### src/rtl/ucer_pkg.sv
// types and codes shared by the control endpoint request handler
// no dependencies
package ucer_pkg;

  // endpoint 0 events
  typedef enum logic [1:0] {
    FUNC_SETUP     = 2'd0,
    FUNC_IN_DONE   = 2'd1,
    FUNC_OUT_DONE  = 2'd2,
    FUNC_BUS_RESET = 2'd3
  } func_e;

  // configuration register indexes
  typedef enum logic [2:0] {
    CFG_DEVICE_LEN  = 3'd0,
    CFG_CONFIG_LEN  = 3'd1,
    CFG_REPORT_LEN  = 3'd2,
    CFG_STRING0_LEN = 3'd3,
    CFG_STRING1_LEN = 3'd4,
    CFG_STRING2_LEN = 3'd5,
    CFG_STRING3_LEN = 3'd6,
    CFG_STRING4_LEN = 3'd7
  } cfg_idx_e;

  // endpoint 0 handshake codes
  localparam logic [1:0] HS_ACK    = 2'd0;
  localparam logic [1:0] HS_STALL  = 2'd1;
  localparam logic [1:0] HS_NAK_IN = 2'd2;

  // data sources
  localparam logic [3:0] SRC_NONE         = 4'd0;
  localparam logic [3:0] SRC_DEVICE       = 4'd1;
  localparam logic [3:0] SRC_CONFIG       = 4'd2;
  localparam logic [3:0] SRC_STRING0      = 4'd3;
  localparam logic [3:0] SRC_REPORT       = 4'd8;
  localparam logic [3:0] SRC_ZERO_STATUS  = 4'd9;
  localparam logic [3:0] SRC_CONFIG_VALUE = 4'd10;

  // ep1 actions
  localparam logic [1:0] EP1_NONE  = 2'd0;
  localparam logic [1:0] EP1_CLEAR = 2'd1;
  localparam logic [1:0] EP1_STALL = 2'd2;

  // standard request codes
  localparam logic [7:0] REQ_GET_STATUS        = 8'd0;
  localparam logic [7:0] REQ_CLEAR_FEATURE     = 8'd1;
  localparam logic [7:0] REQ_SET_FEATURE       = 8'd3;
  localparam logic [7:0] REQ_SET_ADDRESS       = 8'd5;
  localparam logic [7:0] REQ_GET_DESCRIPTOR    = 8'd6;
  localparam logic [7:0] REQ_GET_CONFIGURATION = 8'd8;
  localparam logic [7:0] REQ_SET_CONFIGURATION = 8'd9;
  localparam logic [7:0] REQ_GET_INTERFACE     = 8'd10;
  localparam logic [7:0] REQ_SET_INTERFACE     = 8'd11;
  localparam logic [7:0] REQ_NONE              = 8'hFF;

  // descriptor types
  localparam logic [7:0] DESC_DEVICE = 8'h01;
  localparam logic [7:0] DESC_CONFIG = 8'h02;
  localparam logic [7:0] DESC_STRING = 8'h03;
  localparam logic [7:0] DESC_REPORT = 8'h22;

  // request type fields and the one endpoint that takes feature requests
  localparam logic [4:0] RECIP_ENDPOINT = 5'd2;
  localparam logic [7:0] EP1_IN_ADDR    = 8'h81;
  localparam logic [7:0] MAX_STRING_IDX = 8'd4;

  // input item
  typedef struct packed {
    func_e       func;
    logic        packet_ok;
    logic [7:0]  request_type;
    logic [7:0]  request_code;
    logic [15:0] request_value;
    logic [15:0] request_index;
    logic [15:0] request_length;
  } ucer_in_t;

  // result item
  typedef struct packed {
    logic [1:0] handshake;
    logic [6:0] tx_length;
    logic [3:0] data_source;
    logic [7:0] data_offset;
    logic       data_toggle;
    logic [6:0] device_address;
    logic [1:0] ep1_action;
    logic [7:0] active_configuration;
  } ucer_out_t;

  // descriptor lengths from the configuration registers
  typedef struct packed {
    logic [7:0]      device_len;
    logic [7:0]      config_len;
    logic [7:0]      report_len;
    logic [4:0][7:0] string_len;
  } ucer_lens_t;

  localparam ucer_lens_t LENS_RESET = '{
    device_len: 8'd18,
    config_len: 8'd34,
    report_len: 8'd51,
    string_len: {8'd2, 8'd2, 8'd2, 8'd2, 8'd4}
  };

endpackage

### src/rtl/usb_control_endpoint_requests.sv
// USB control endpoint (EP0) standard request handler, top level.
// Depends on ucer_pkg, ucer_stage, ucer_cfg_regs and ucer_engine.
//
// Input channel (in_valid_i / in_stall_o / in_data_i) carries one EP0
// event per transfer: setup packet, IN done, OUT done or bus reset.
// Output channel (out_valid_o / out_stall_i / out_data_o) returns one
// result per event: handshake, next IN chunk (length, source, offset,
// toggle), address in effect, EP1 action and active configuration.
// Configuration port (cfg_valid_i / cfg_ready_o) writes the descriptor
// lengths; it is always ready. It is to be written by the user only while
// no event is in flight; the block itself does not enforce this.
//
// Each event passes through one input register, then the decode logic and
// the result register. One event is taken every cycle unless out_stall_i
// holds the result; the endpoint state updates as the event moves into the
// result register. When out_stall_i holds the result, one more event waits
// in the input register before in_stall_o rises.
// Reset clears both stages and loads the default descriptor lengths.
module usb_control_endpoint_requests
  import ucer_pkg::*;
#(
  parameter int unsigned EP0_PACKET_BYTES = 8
) (
  input  logic      clk_i,
  input  logic      rst_ni,
  input  logic      in_valid_i,
  output logic      in_stall_o,
  input  ucer_in_t  in_data_i,
  output logic      out_valid_o,
  input  logic      out_stall_i,
  output ucer_out_t out_data_o,
  input  logic       cfg_valid_i,
  output logic       cfg_ready_o,
  input  logic [2:0] cfg_index_i,
  input  logic [7:0] cfg_data_i
);

  logic       a_valid, b_stall, fire;
  ucer_in_t   a_item;
  ucer_lens_t lens;
  ucer_out_t  result;

  assign cfg_ready_o = 1'b1;

  // input register
  ucer_stage #(
    .Width ($bits(ucer_in_t))
  ) u_in_stage (
    .clk_i       (clk_i),
    .rst_ni      (rst_ni),
    .in_valid_i  (in_valid_i),
    .in_stall_o  (in_stall_o),
    .in_data_i   (in_data_i),
    .out_valid_o (a_valid),
    .out_stall_i (b_stall),
    .out_data_o  (a_item)
  );

  // descriptor length registers
  ucer_cfg_regs u_cfg_regs (
    .clk_i       (clk_i),
    .rst_ni      (rst_ni),
    .cfg_valid_i (cfg_valid_i),
    .cfg_index_i (cfg_index_i),
    .cfg_data_i  (cfg_data_i),
    .lens_o      (lens)
  );

  // event moves on when the result register can take it
  assign fire = a_valid && !b_stall;

  ucer_engine #(
    .Ep0PacketBytes (EP0_PACKET_BYTES)
  ) u_engine (
    .clk_i    (clk_i),
    .rst_ni   (rst_ni),
    .fire_i   (fire),
    .item_i   (a_item),
    .lens_i   (lens),
    .result_o (result)
  );

  // result register
  ucer_stage #(
    .Width ($bits(ucer_out_t))
  ) u_out_stage (
    .clk_i       (clk_i),
    .rst_ni      (rst_ni),
    .in_valid_i  (a_valid),
    .in_stall_o  (b_stall),
    .in_data_i   (result),
    .out_valid_o (out_valid_o),
    .out_stall_i (out_stall_i),
    .out_data_o  (out_data_o)
  );

endmodule

### src/rtl/ucer_stage.sv
// valid/stall register stage, full rate, used on the input and result side
// no package dependencies
module ucer_stage #(
  parameter int unsigned Width = 8
) (
  input  logic             clk_i,
  input  logic             rst_ni,
  input  logic             in_valid_i,
  output logic             in_stall_o,
  input  logic [Width-1:0] in_data_i,
  output logic             out_valid_o,
  input  logic             out_stall_i,
  output logic [Width-1:0] out_data_o
);

  logic             valid_q, valid_d;
  logic [Width-1:0] data_q;
  logic             load;

  // hold only while the held transfer is stalled downstream
  assign in_stall_o = valid_q && out_stall_i;
  assign load       = in_valid_i && !in_stall_o;
  assign valid_d    = load || in_stall_o;

  always_ff @(posedge clk_i or negedge rst_ni) begin
    if (!rst_ni) begin
      valid_q <= 1'b0;
    end else begin
      valid_q <= valid_d;
    end
  end

  // payload register
  always_ff @(posedge clk_i) begin
    if (load) begin
      data_q <= in_data_i;
    end
  end

  assign out_valid_o = valid_q;
  assign out_data_o  = data_q;

endmodule

### src/rtl/ucer_cfg_regs.sv
// descriptor length registers written over the configuration port
// depends on ucer_pkg
module ucer_cfg_regs
  import ucer_pkg::*;
(
  input  logic       clk_i,
  input  logic       rst_ni,
  input  logic       cfg_valid_i,
  input  logic [2:0] cfg_index_i,
  input  logic [7:0] cfg_data_i,
  output ucer_lens_t lens_o
);

  ucer_lens_t lens_q, lens_d;

  // register decode
  always_comb begin
    lens_d = lens_q;
    if (cfg_valid_i) begin
      unique case (cfg_idx_e'(cfg_index_i))
        CFG_DEVICE_LEN:  lens_d.device_len    = cfg_data_i;
        CFG_CONFIG_LEN:  lens_d.config_len    = cfg_data_i;
        CFG_REPORT_LEN:  lens_d.report_len    = cfg_data_i;
        CFG_STRING0_LEN: lens_d.string_len[0] = cfg_data_i;
        CFG_STRING1_LEN: lens_d.string_len[1] = cfg_data_i;
        CFG_STRING2_LEN: lens_d.string_len[2] = cfg_data_i;
        CFG_STRING3_LEN: lens_d.string_len[3] = cfg_data_i;
        CFG_STRING4_LEN: lens_d.string_len[4] = cfg_data_i;
        default:         lens_d = lens_q;
      endcase
    end
  end

  always_ff @(posedge clk_i or negedge rst_ni) begin
    if (!rst_ni) begin
      lens_q <= LENS_RESET;
    end else begin
      lens_q <= lens_d;
    end
  end

  assign lens_o = lens_q;

endmodule

### src/rtl/ucer_engine.sv
// request decode and endpoint 0 state, one event per enabled cycle
// depends on ucer_pkg
module ucer_engine
  import ucer_pkg::*;
#(
  parameter int unsigned Ep0PacketBytes = 8
) (
  input  logic       clk_i,
  input  logic       rst_ni,
  input  logic       fire_i,
  input  ucer_in_t   item_i,
  input  ucer_lens_t lens_i,
  output ucer_out_t  result_o
);

  localparam logic [15:0] PktBytes = 16'(Ep0PacketBytes);
  localparam logic [6:0]  PktTx    = 7'(Ep0PacketBytes);

  logic [7:0]  pending_q, pending_d;
  logic [15:0] remain_q, remain_d;
  logic [3:0]  src_sel_q, src_sel_d;
  logic [7:0]  offset_q, offset_d;
  logic        toggle_q, toggle_d;
  logic [6:0]  pend_addr_q, pend_addr_d;
  logic [6:0]  cur_addr_q, cur_addr_d;
  logic [7:0]  config_q, config_d;
  logic        stalled_q, stalled_d;

  logic [7:0]  vlo, desc_type;
  logic [3:0]  desc_src;
  logic [7:0]  desc_len;
  logic        desc_bad;
  logic [7:0]  desc_rem;
  logic [6:0]  desc_tx;
  logic [6:0]  in_tx;
  logic        reject;

  logic [1:0]  hs;
  logic [6:0]  tx;
  logic [3:0]  src;
  logic [7:0]  off;
  logic [1:0]  ep1;

  assign vlo       = item_i.request_value[7:0];
  assign desc_type = item_i.request_value[15:8];

  // descriptor source and length lookup
  always_comb begin
    desc_src = SRC_NONE;
    desc_len = 8'd0;
    desc_bad = 1'b0;
    unique case (desc_type)
      DESC_DEVICE: begin
        desc_src = SRC_DEVICE;
        desc_len = lens_i.device_len;
      end
      DESC_CONFIG: begin
        desc_src = SRC_CONFIG;
        desc_len = lens_i.config_len;
      end
      DESC_STRING: begin
        // unknown string index falls back to the language string
        if (vlo <= MAX_STRING_IDX) begin
          desc_src = SRC_STRING0 + {1'b0, vlo[2:0]};
          desc_len = lens_i.string_len[vlo[2:0]];
        end else begin
          desc_src = SRC_STRING0;
          desc_len = lens_i.string_len[0];
        end
      end
      DESC_REPORT: begin
        desc_src = SRC_REPORT;
        desc_len = lens_i.report_len;
        desc_bad = (vlo != 8'd0);
      end
      default: desc_bad = 1'b1;
    endcase
  end

  // clamp to wLength and descriptor length, then first chunk
  assign desc_rem = (item_i.request_length > {8'd0, desc_len}) ? desc_len
                                                                : item_i.request_length[7:0];
  assign desc_tx  = ({8'd0, desc_rem} >= PktBytes) ? PktTx : desc_rem[6:0];
  // next chunk of a descriptor in progress
  assign in_tx    = (remain_q >= PktBytes) ? PktTx : remain_q[6:0];

  // event handling
  always_comb begin
    pending_d   = pending_q;
    remain_d    = remain_q;
    src_sel_d   = src_sel_q;
    offset_d    = offset_q;
    toggle_d    = toggle_q;
    pend_addr_d = pend_addr_q;
    cur_addr_d  = cur_addr_q;
    config_d    = config_q;
    stalled_d   = stalled_q;
    hs          = HS_NAK_IN;
    tx          = 7'd0;
    src         = SRC_NONE;
    off         = 8'd0;
    ep1         = EP1_NONE;
    reject      = 1'b0;
    if (fire_i) begin
      unique case (item_i.func)
        FUNC_SETUP: begin
          toggle_d = 1'b1;
          if (!item_i.packet_ok) begin
            reject = 1'b1;
          end else begin
            remain_d  = item_i.request_length;
            pending_d = item_i.request_code;
            if (item_i.request_type[6:5] != 2'd0) begin
              reject = 1'b1;
            end else begin
              unique case (item_i.request_code)
                REQ_GET_DESCRIPTOR: begin
                  if (desc_bad) begin
                    reject = 1'b1;
                  end else begin
                    tx        = desc_tx;
                    src       = desc_src;
                    remain_d  = {8'd0, desc_rem} - {9'd0, desc_tx};
                    src_sel_d = desc_src;
                    offset_d  = {1'b0, desc_tx};
                  end
                end
                REQ_SET_ADDRESS: begin
                  remain_d    = {8'd0, vlo};
                  pend_addr_d = vlo[6:0];
                end
                REQ_GET_CONFIGURATION: begin
                  src = SRC_CONFIG_VALUE;
                  tx  = (item_i.request_length != 16'd0) ? 7'd1 : 7'd0;
                end
                REQ_SET_CONFIGURATION: config_d = vlo;
                REQ_GET_INTERFACE, REQ_SET_INTERFACE: begin
                  reject = 1'b0;
                end
                REQ_CLEAR_FEATURE: begin
                  if (item_i.request_type[4:0] == RECIP_ENDPOINT &&
                      item_i.request_index[7:0] == EP1_IN_ADDR) begin
                    ep1 = EP1_CLEAR;
                  end else begin
                    reject = 1'b1;
                  end
                end
                REQ_SET_FEATURE: begin
                  if (item_i.request_type[4:0] == RECIP_ENDPOINT &&
                      item_i.request_value == 16'd0 &&
                      item_i.request_index == {8'd0, EP1_IN_ADDR}) begin
                    ep1 = EP1_STALL;
                  end else begin
                    reject = 1'b1;
                  end
                end
                REQ_GET_STATUS: begin
                  src = SRC_ZERO_STATUS;
                  tx  = (item_i.request_length >= 16'd2) ? 7'd2
                                                         : item_i.request_length[6:0];
                end
                default: reject = 1'b1;
              endcase
            end
          end
          if (reject) begin
            pending_d = REQ_NONE;
            stalled_d = 1'b1;
            hs        = HS_STALL;
            tx        = 7'd0;
            src       = SRC_NONE;
            ep1       = EP1_NONE;
          end else begin
            stalled_d = 1'b0;
            hs        = HS_ACK;
          end
        end
        FUNC_IN_DONE: begin
          stalled_d = 1'b0;
          if (pending_q == REQ_GET_DESCRIPTOR) begin
            tx       = in_tx;
            src      = src_sel_q;
            off      = offset_q;
            remain_d = remain_q - {9'd0, in_tx};
            offset_d = offset_q + {1'b0, in_tx};
            toggle_d = ~toggle_q;
            hs       = HS_ACK;
          end else begin
            // status stage done, a new address takes effect here
            if (pending_q == REQ_SET_ADDRESS) begin
              cur_addr_d = pend_addr_q;
            end
            toggle_d = 1'b0;
            hs       = HS_NAK_IN;
          end
        end
        FUNC_OUT_DONE: begin
          hs = stalled_q ? HS_STALL : HS_NAK_IN;
        end
        FUNC_BUS_RESET: begin
          stalled_d  = 1'b0;
          toggle_d   = 1'b0;
          cur_addr_d = 7'd0;
          hs         = HS_NAK_IN;
          ep1        = EP1_CLEAR;
        end
        default: hs = HS_NAK_IN;
      endcase
    end
    // an empty packet names no source
    if (tx == 7'd0) begin
      src = SRC_NONE;
      off = 8'd0;
    end
  end

  // endpoint state
  always_ff @(posedge clk_i or negedge rst_ni) begin
    if (!rst_ni) begin
      pending_q   <= REQ_NONE;
      remain_q    <= 16'd0;
      src_sel_q   <= SRC_NONE;
      offset_q    <= 8'd0;
      toggle_q    <= 1'b1;
      pend_addr_q <= 7'd0;
      cur_addr_q  <= 7'd0;
      config_q    <= 8'd0;
      stalled_q   <= 1'b0;
    end else begin
      pending_q   <= pending_d;
      remain_q    <= remain_d;
      src_sel_q   <= src_sel_d;
      offset_q    <= offset_d;
      toggle_q    <= toggle_d;
      pend_addr_q <= pend_addr_d;
      cur_addr_q  <= cur_addr_d;
      config_q    <= config_d;
      stalled_q   <= stalled_d;
    end
  end

  // result fields show the state after this event
  always_comb begin
    result_o.handshake            = hs;
    result_o.tx_length            = tx;
    result_o.data_source          = src;
    result_o.data_offset          = off;
    result_o.data_toggle          = toggle_d;
    result_o.device_address       = cur_addr_d;
    result_o.ep1_action           = ep1;
    result_o.active_configuration = config_d;
  end

endmodule

### config.mk
export PLATFORM = sky130hd
export DESIGN_NAME = usb_control_endpoint_requests
export DESIGN_NICKNAME = d
export VERILOG_FILES = /design/src/rtl/ucer_pkg.sv /design/src/rtl/usb_control_endpoint_requests.sv /design/src/rtl/ucer_stage.sv /design/src/rtl/ucer_cfg_regs.sv /design/src/rtl/ucer_engine.sv
export SDC_FILE = /design/constraint.sdc
export NUM_CORES = 1
export LEC_CHECK = 0
export BUFFER_PORTS_ARGS = -buffer_cell sky130_fd_sc_hd__buf_2
export CAP_MARGIN = 20
export CORE_MARGIN = 2
export CORE_UTILIZATION = 53
export CTS_BUF_LIST = sky130_fd_sc_hd__clkbuf_4
export DETAILED_ROUTE_END_ITERATION = 6
export MAX_ROUTING_LAYER = met4
export PLACE_DENSITY = 0.74
export SLEW_MARGIN = 10
export SYNTH_ARGS = -nofsm -noshare
export SYNTH_HDL_FRONTEND = slang
export SYNTH_SLANG_ARGS = --single-unit
### constraint.sdc
create_clock -name clk_i -period 14.4 [get_ports clk_i]
set_clock_uncertainty 0.15 [all_clocks]
set_input_delay 0.72 -clock clk_i [delete_from_list [all_inputs] [get_ports clk_i]]
set_output_delay 0.72 -clock clk_i [all_outputs]
set_load 0.02 [all_outputs]
==> impl_metrics.toml <==
[critical_path]
crit_type = "reg2reg"
worstSetupStartpointType = "flop"
cp-end-kind = "flop"
crit_required_ns = 14.66
critPathMaxFanout = 22
arrival_ns = 6.34

[clock_tree]
clk-insertion-delay-late_ns = 0.69
cts.sinks = 231
clk_pin_slew_ns = 0.07
htreeDepth = 2
cts_tree = "yes"
cts_resized = 0
root_buffer = "clkbuf_4"
clk_path_buf_depth = 3
post_cts_buffers = 0
hold_buffers = 1
cts_buffers = 59

[floorplan]
core_area_um2 = 20900
die_height_um = 150
rows = 53
start_util_pct = 53.8
io-pin-count = 125
dieArea_um2 = 22400
dieWidth_um = 150

[pwr]
pwr-share-seq_pct = 50.5
pwr-share-clk_pct = 35.6
p_sw_share_pct = 26.3
p_per_area_nw_per_um2 = 129
intPower_mw = 1.24
p_comb_share_pct = 13.8
power_switching_mw = 0.441
vdd.ir_drop.worst_uv = 79.5
power_leakage_nw = 5.31
power_mw = 1.68

[synthesis]
synthDistinctLibCells = 92
async_reset_ff_share_pct = 54.5
synthCells = 927
synth-edff-count = 105
synth_seq_cells = 231
syn_avg_cell_area_um2 = 12.1
synthTopCellsByArea = "edfxtp_1, dfrtp_1, mux2_2"
syn_area_um2 = 11200
synth-seq-area-share_pct = 56.3
yosysTopAreaCellShare_pct = 28.0
ys_warn_count = 0
synth_top_flop_cell = "edfxtp_1"
synth_top_cell_by_area = "edfxtp_1"

[sta]
setup_viol = 0
slew_violations = 0
fmax_mhz = 165
worstMarginPinSlew_ns = 1.00
rsz0062_at_grt = "no"
fin_tns_setup_ns = 0
slew_headroom_pct = 33.0
finalHoldViolations = 0
finalCritPeriodShare_pct = 42.2
min_period_ns = 6.08

[routing]
viasPerCell = 5.72
vias = 8123
drcViolationCount = 0
ant_nets = 0
post_drt_wl_per_cell_um = 17.4
totalWireLength_um = 24700
drt_iter0_drc = 635
first_pass_iters = 5

[place]
place.gp.congestion = 0.840
io_buffers = 122
place_inst = 1300
dp_hpwl_um = 17300

[finish]
instances_no_fill = 1420
final_net_count = 1203
area_growth_pct = 15.7
drive_gt1_share_pct = 33.2

[outcome]
status = "completed"

[grt]
grt_max_degree = 77
antenna_found_initial = 1
grt-ovfl-total = 0
grt_pass1_wl_um = 40000
grt_usage_pct = 23.2
grt_pass1_vias = 8139

[min_path]
hold_class = "in2reg"

[job]
maxCapViolations = 0
-- registers in the layout, indices dropped and copies added (netlist names) --
| register | count |
|---|---|
| u_engine.offset_q | 8 |
| u_in_stage.out_valid_o | 1 |
| u_engine.cur_addr_q | 7 |
| u_engine.toggle_q | 1 |
| u_in_stage.out_data_o | 66 |
| u_out_stage.out_valid_o | 1 |
| u_engine.config_q | 8 |
| u_cfg_regs.lens_o | 64 |
| u_out_stage.out_data_o | 39 |
| u_engine.src_sel_q | 4 |
| u_engine.pend_addr_q | 7 |
| u_engine.remain_q | 16 |
| u_engine.pending_q | 8 |
| u_engine.stalled_q | 1 |
-- cells in the final DEF (no fill, tap or decap), drive strengths merged, types with 13 or more instances in the layout --
| cell type | instances |
|---|---|
| mux2i | 14 |
| nor3 | 20 |
| edfxtp | 105 |
| mux2 | 85 |
| inv | 31 |
| and3 | 13 |
| nor4 | 14 |
| buf | 133 |
| dfrtp | 104 |
| clkinv | 18 |
| dfstp | 22 |
| nor2b | 13 |
| nand2b | 15 |
| ha | 25 |
| nor2 | 51 |
| nand3 | 13 |
| clkbuf | 90 |
| o21ai | 50 |
| a31oi | 19 |
| nand2 | 64 |
| a21oi | 61 |
-- area by class of cell --
type / count / area [µm²]
fillers: 1672 / 7880
multi-input cells: 632 / 4620
diodes: 1 / 2.50
flip-flops and latches: 231 / 6330
well taps: 275 / 344
clock inverters: 21 / 163
repair buffers: 139 / 751
inverters: 31 / 116
clock buffers: 90 / 676
-- path summary, 6_finish.rpt --
path / start / end / slack [ns] / cells past startpoint
max: u_in_stage.out_data_o[33] / u_out_stage.out_data_o[19] / 8.32 / 16
max in group asynchronous: rst_ni / u_cfg_regs.lens_o[20] / 12.21 / 3
max reg2reg: u_in_stage.out_data_o[33] / u_out_stage.out_data_o[19] / 8.32 / 16
min reg2reg: u_engine.pending_q[1] / u_engine.pending_q[1] / 0.32 / 2
min in group asynchronous: rst_ni / u_in_stage.out_valid_o / 0.45 / 2
min: in_data_i[50] / u_in_stage.out_data_o[50] / 0.05 / 1
-- critical path, cell delays in order, from the launching register on --
cell       delay (ns)
edfxtp_1         0.58
inv_1            0.33
ha_1             0.31
nand2b_1         0.14
and3_1           0.43
o21ai_0          0.20
o22ai_1          0.21
a2bb2oi_1        0.34
ha_1             0.29
and3_1           0.19
a221o_1          0.30
a221o_1          0.61
nor2b_4          0.25
a21o_1           0.32
a31o_1           0.30
a211oi_4         0.68
a211oi_1         0.17
-- cell usage after synthesis (7+ instances only) --
library cell and n:
ha_1 25, mux2_2 85, and2_1 7, o22ai_1 7, dfrtp_1 104, o21ai_0 46, nor3_1 19, a21oi_2 12
nor2_1 50, mux2i_1 14, nand2_1 64, inv_1 31, and3_1 13, a21oi_1 49, nand3_1 12, a22o_1 8
dfstp_2 22, or3_1 7, nor2b_1 12, nor4_1 12, a22oi_1 7, a31oi_1 18, o21a_1 8, nand3b_1 10
clkbuf_1 27, nand2b_1 15, edfxtp_1 105
-- kinds of logic (layout without fill, tap and decap cells) --
family | count (synthesis) | after routing | synth area share [%]
compound gates | 226 | 226 | 14.0
xor+xnor | 6 | 6 | 0.468
fa+ha+maj | 26 | 26 | 2.96
buf+inv | 72 | 281 | 2.84
flops | 231 | 231 | 56.3
mux | 102 | 102 | 10.4
other cells | 2 | 11 | 0.0668
simple gates | 262 | 262 | 12.9
-- stage by stage --
stage	util, %	setup WS (ns)	hold slack, ns	area, µm²
2_1_floorplan	-	9.70	0.274	11300
3_3_place_gp	57.9	8.50	0.300	12100
3_5_place_dp	57.9	8.37	0.309	12100
4_1_cts	62.0	8.40	0.00633	12900
5_1_grt	62.3	8.04	0.00163	13000
6_report	62.3	8.32	0.0500	13000
-- power by group through the flow --
stage                     Clock, mW  Combinational [mW]  Sequential (mW)
after floorplan                   0               0.166            0.848
after global placement            0               0.222            0.855
after detailed placement          0               0.230            0.860
after CTS                     0.612               0.231            0.847
after global routing          0.652               0.259            0.859
final                         0.598               0.232            0.848
-- per-layer routing --
| layer | share of wire [%] | vias to the layer above | track usage, % |
|---|---|---|---|
| li1 | - | 3868 | - |
| met1 | 42 | 3954 | 29.0 |
| met2 | 50 | 241 | 37.7 |
| met3 | 5.4 | 60 | 4.05 |
| met4 | 3.1 | 0 | 9.48 |
| met5 | 0 | - | - |
Note: power is estimated with default switching activity, not from simulation.
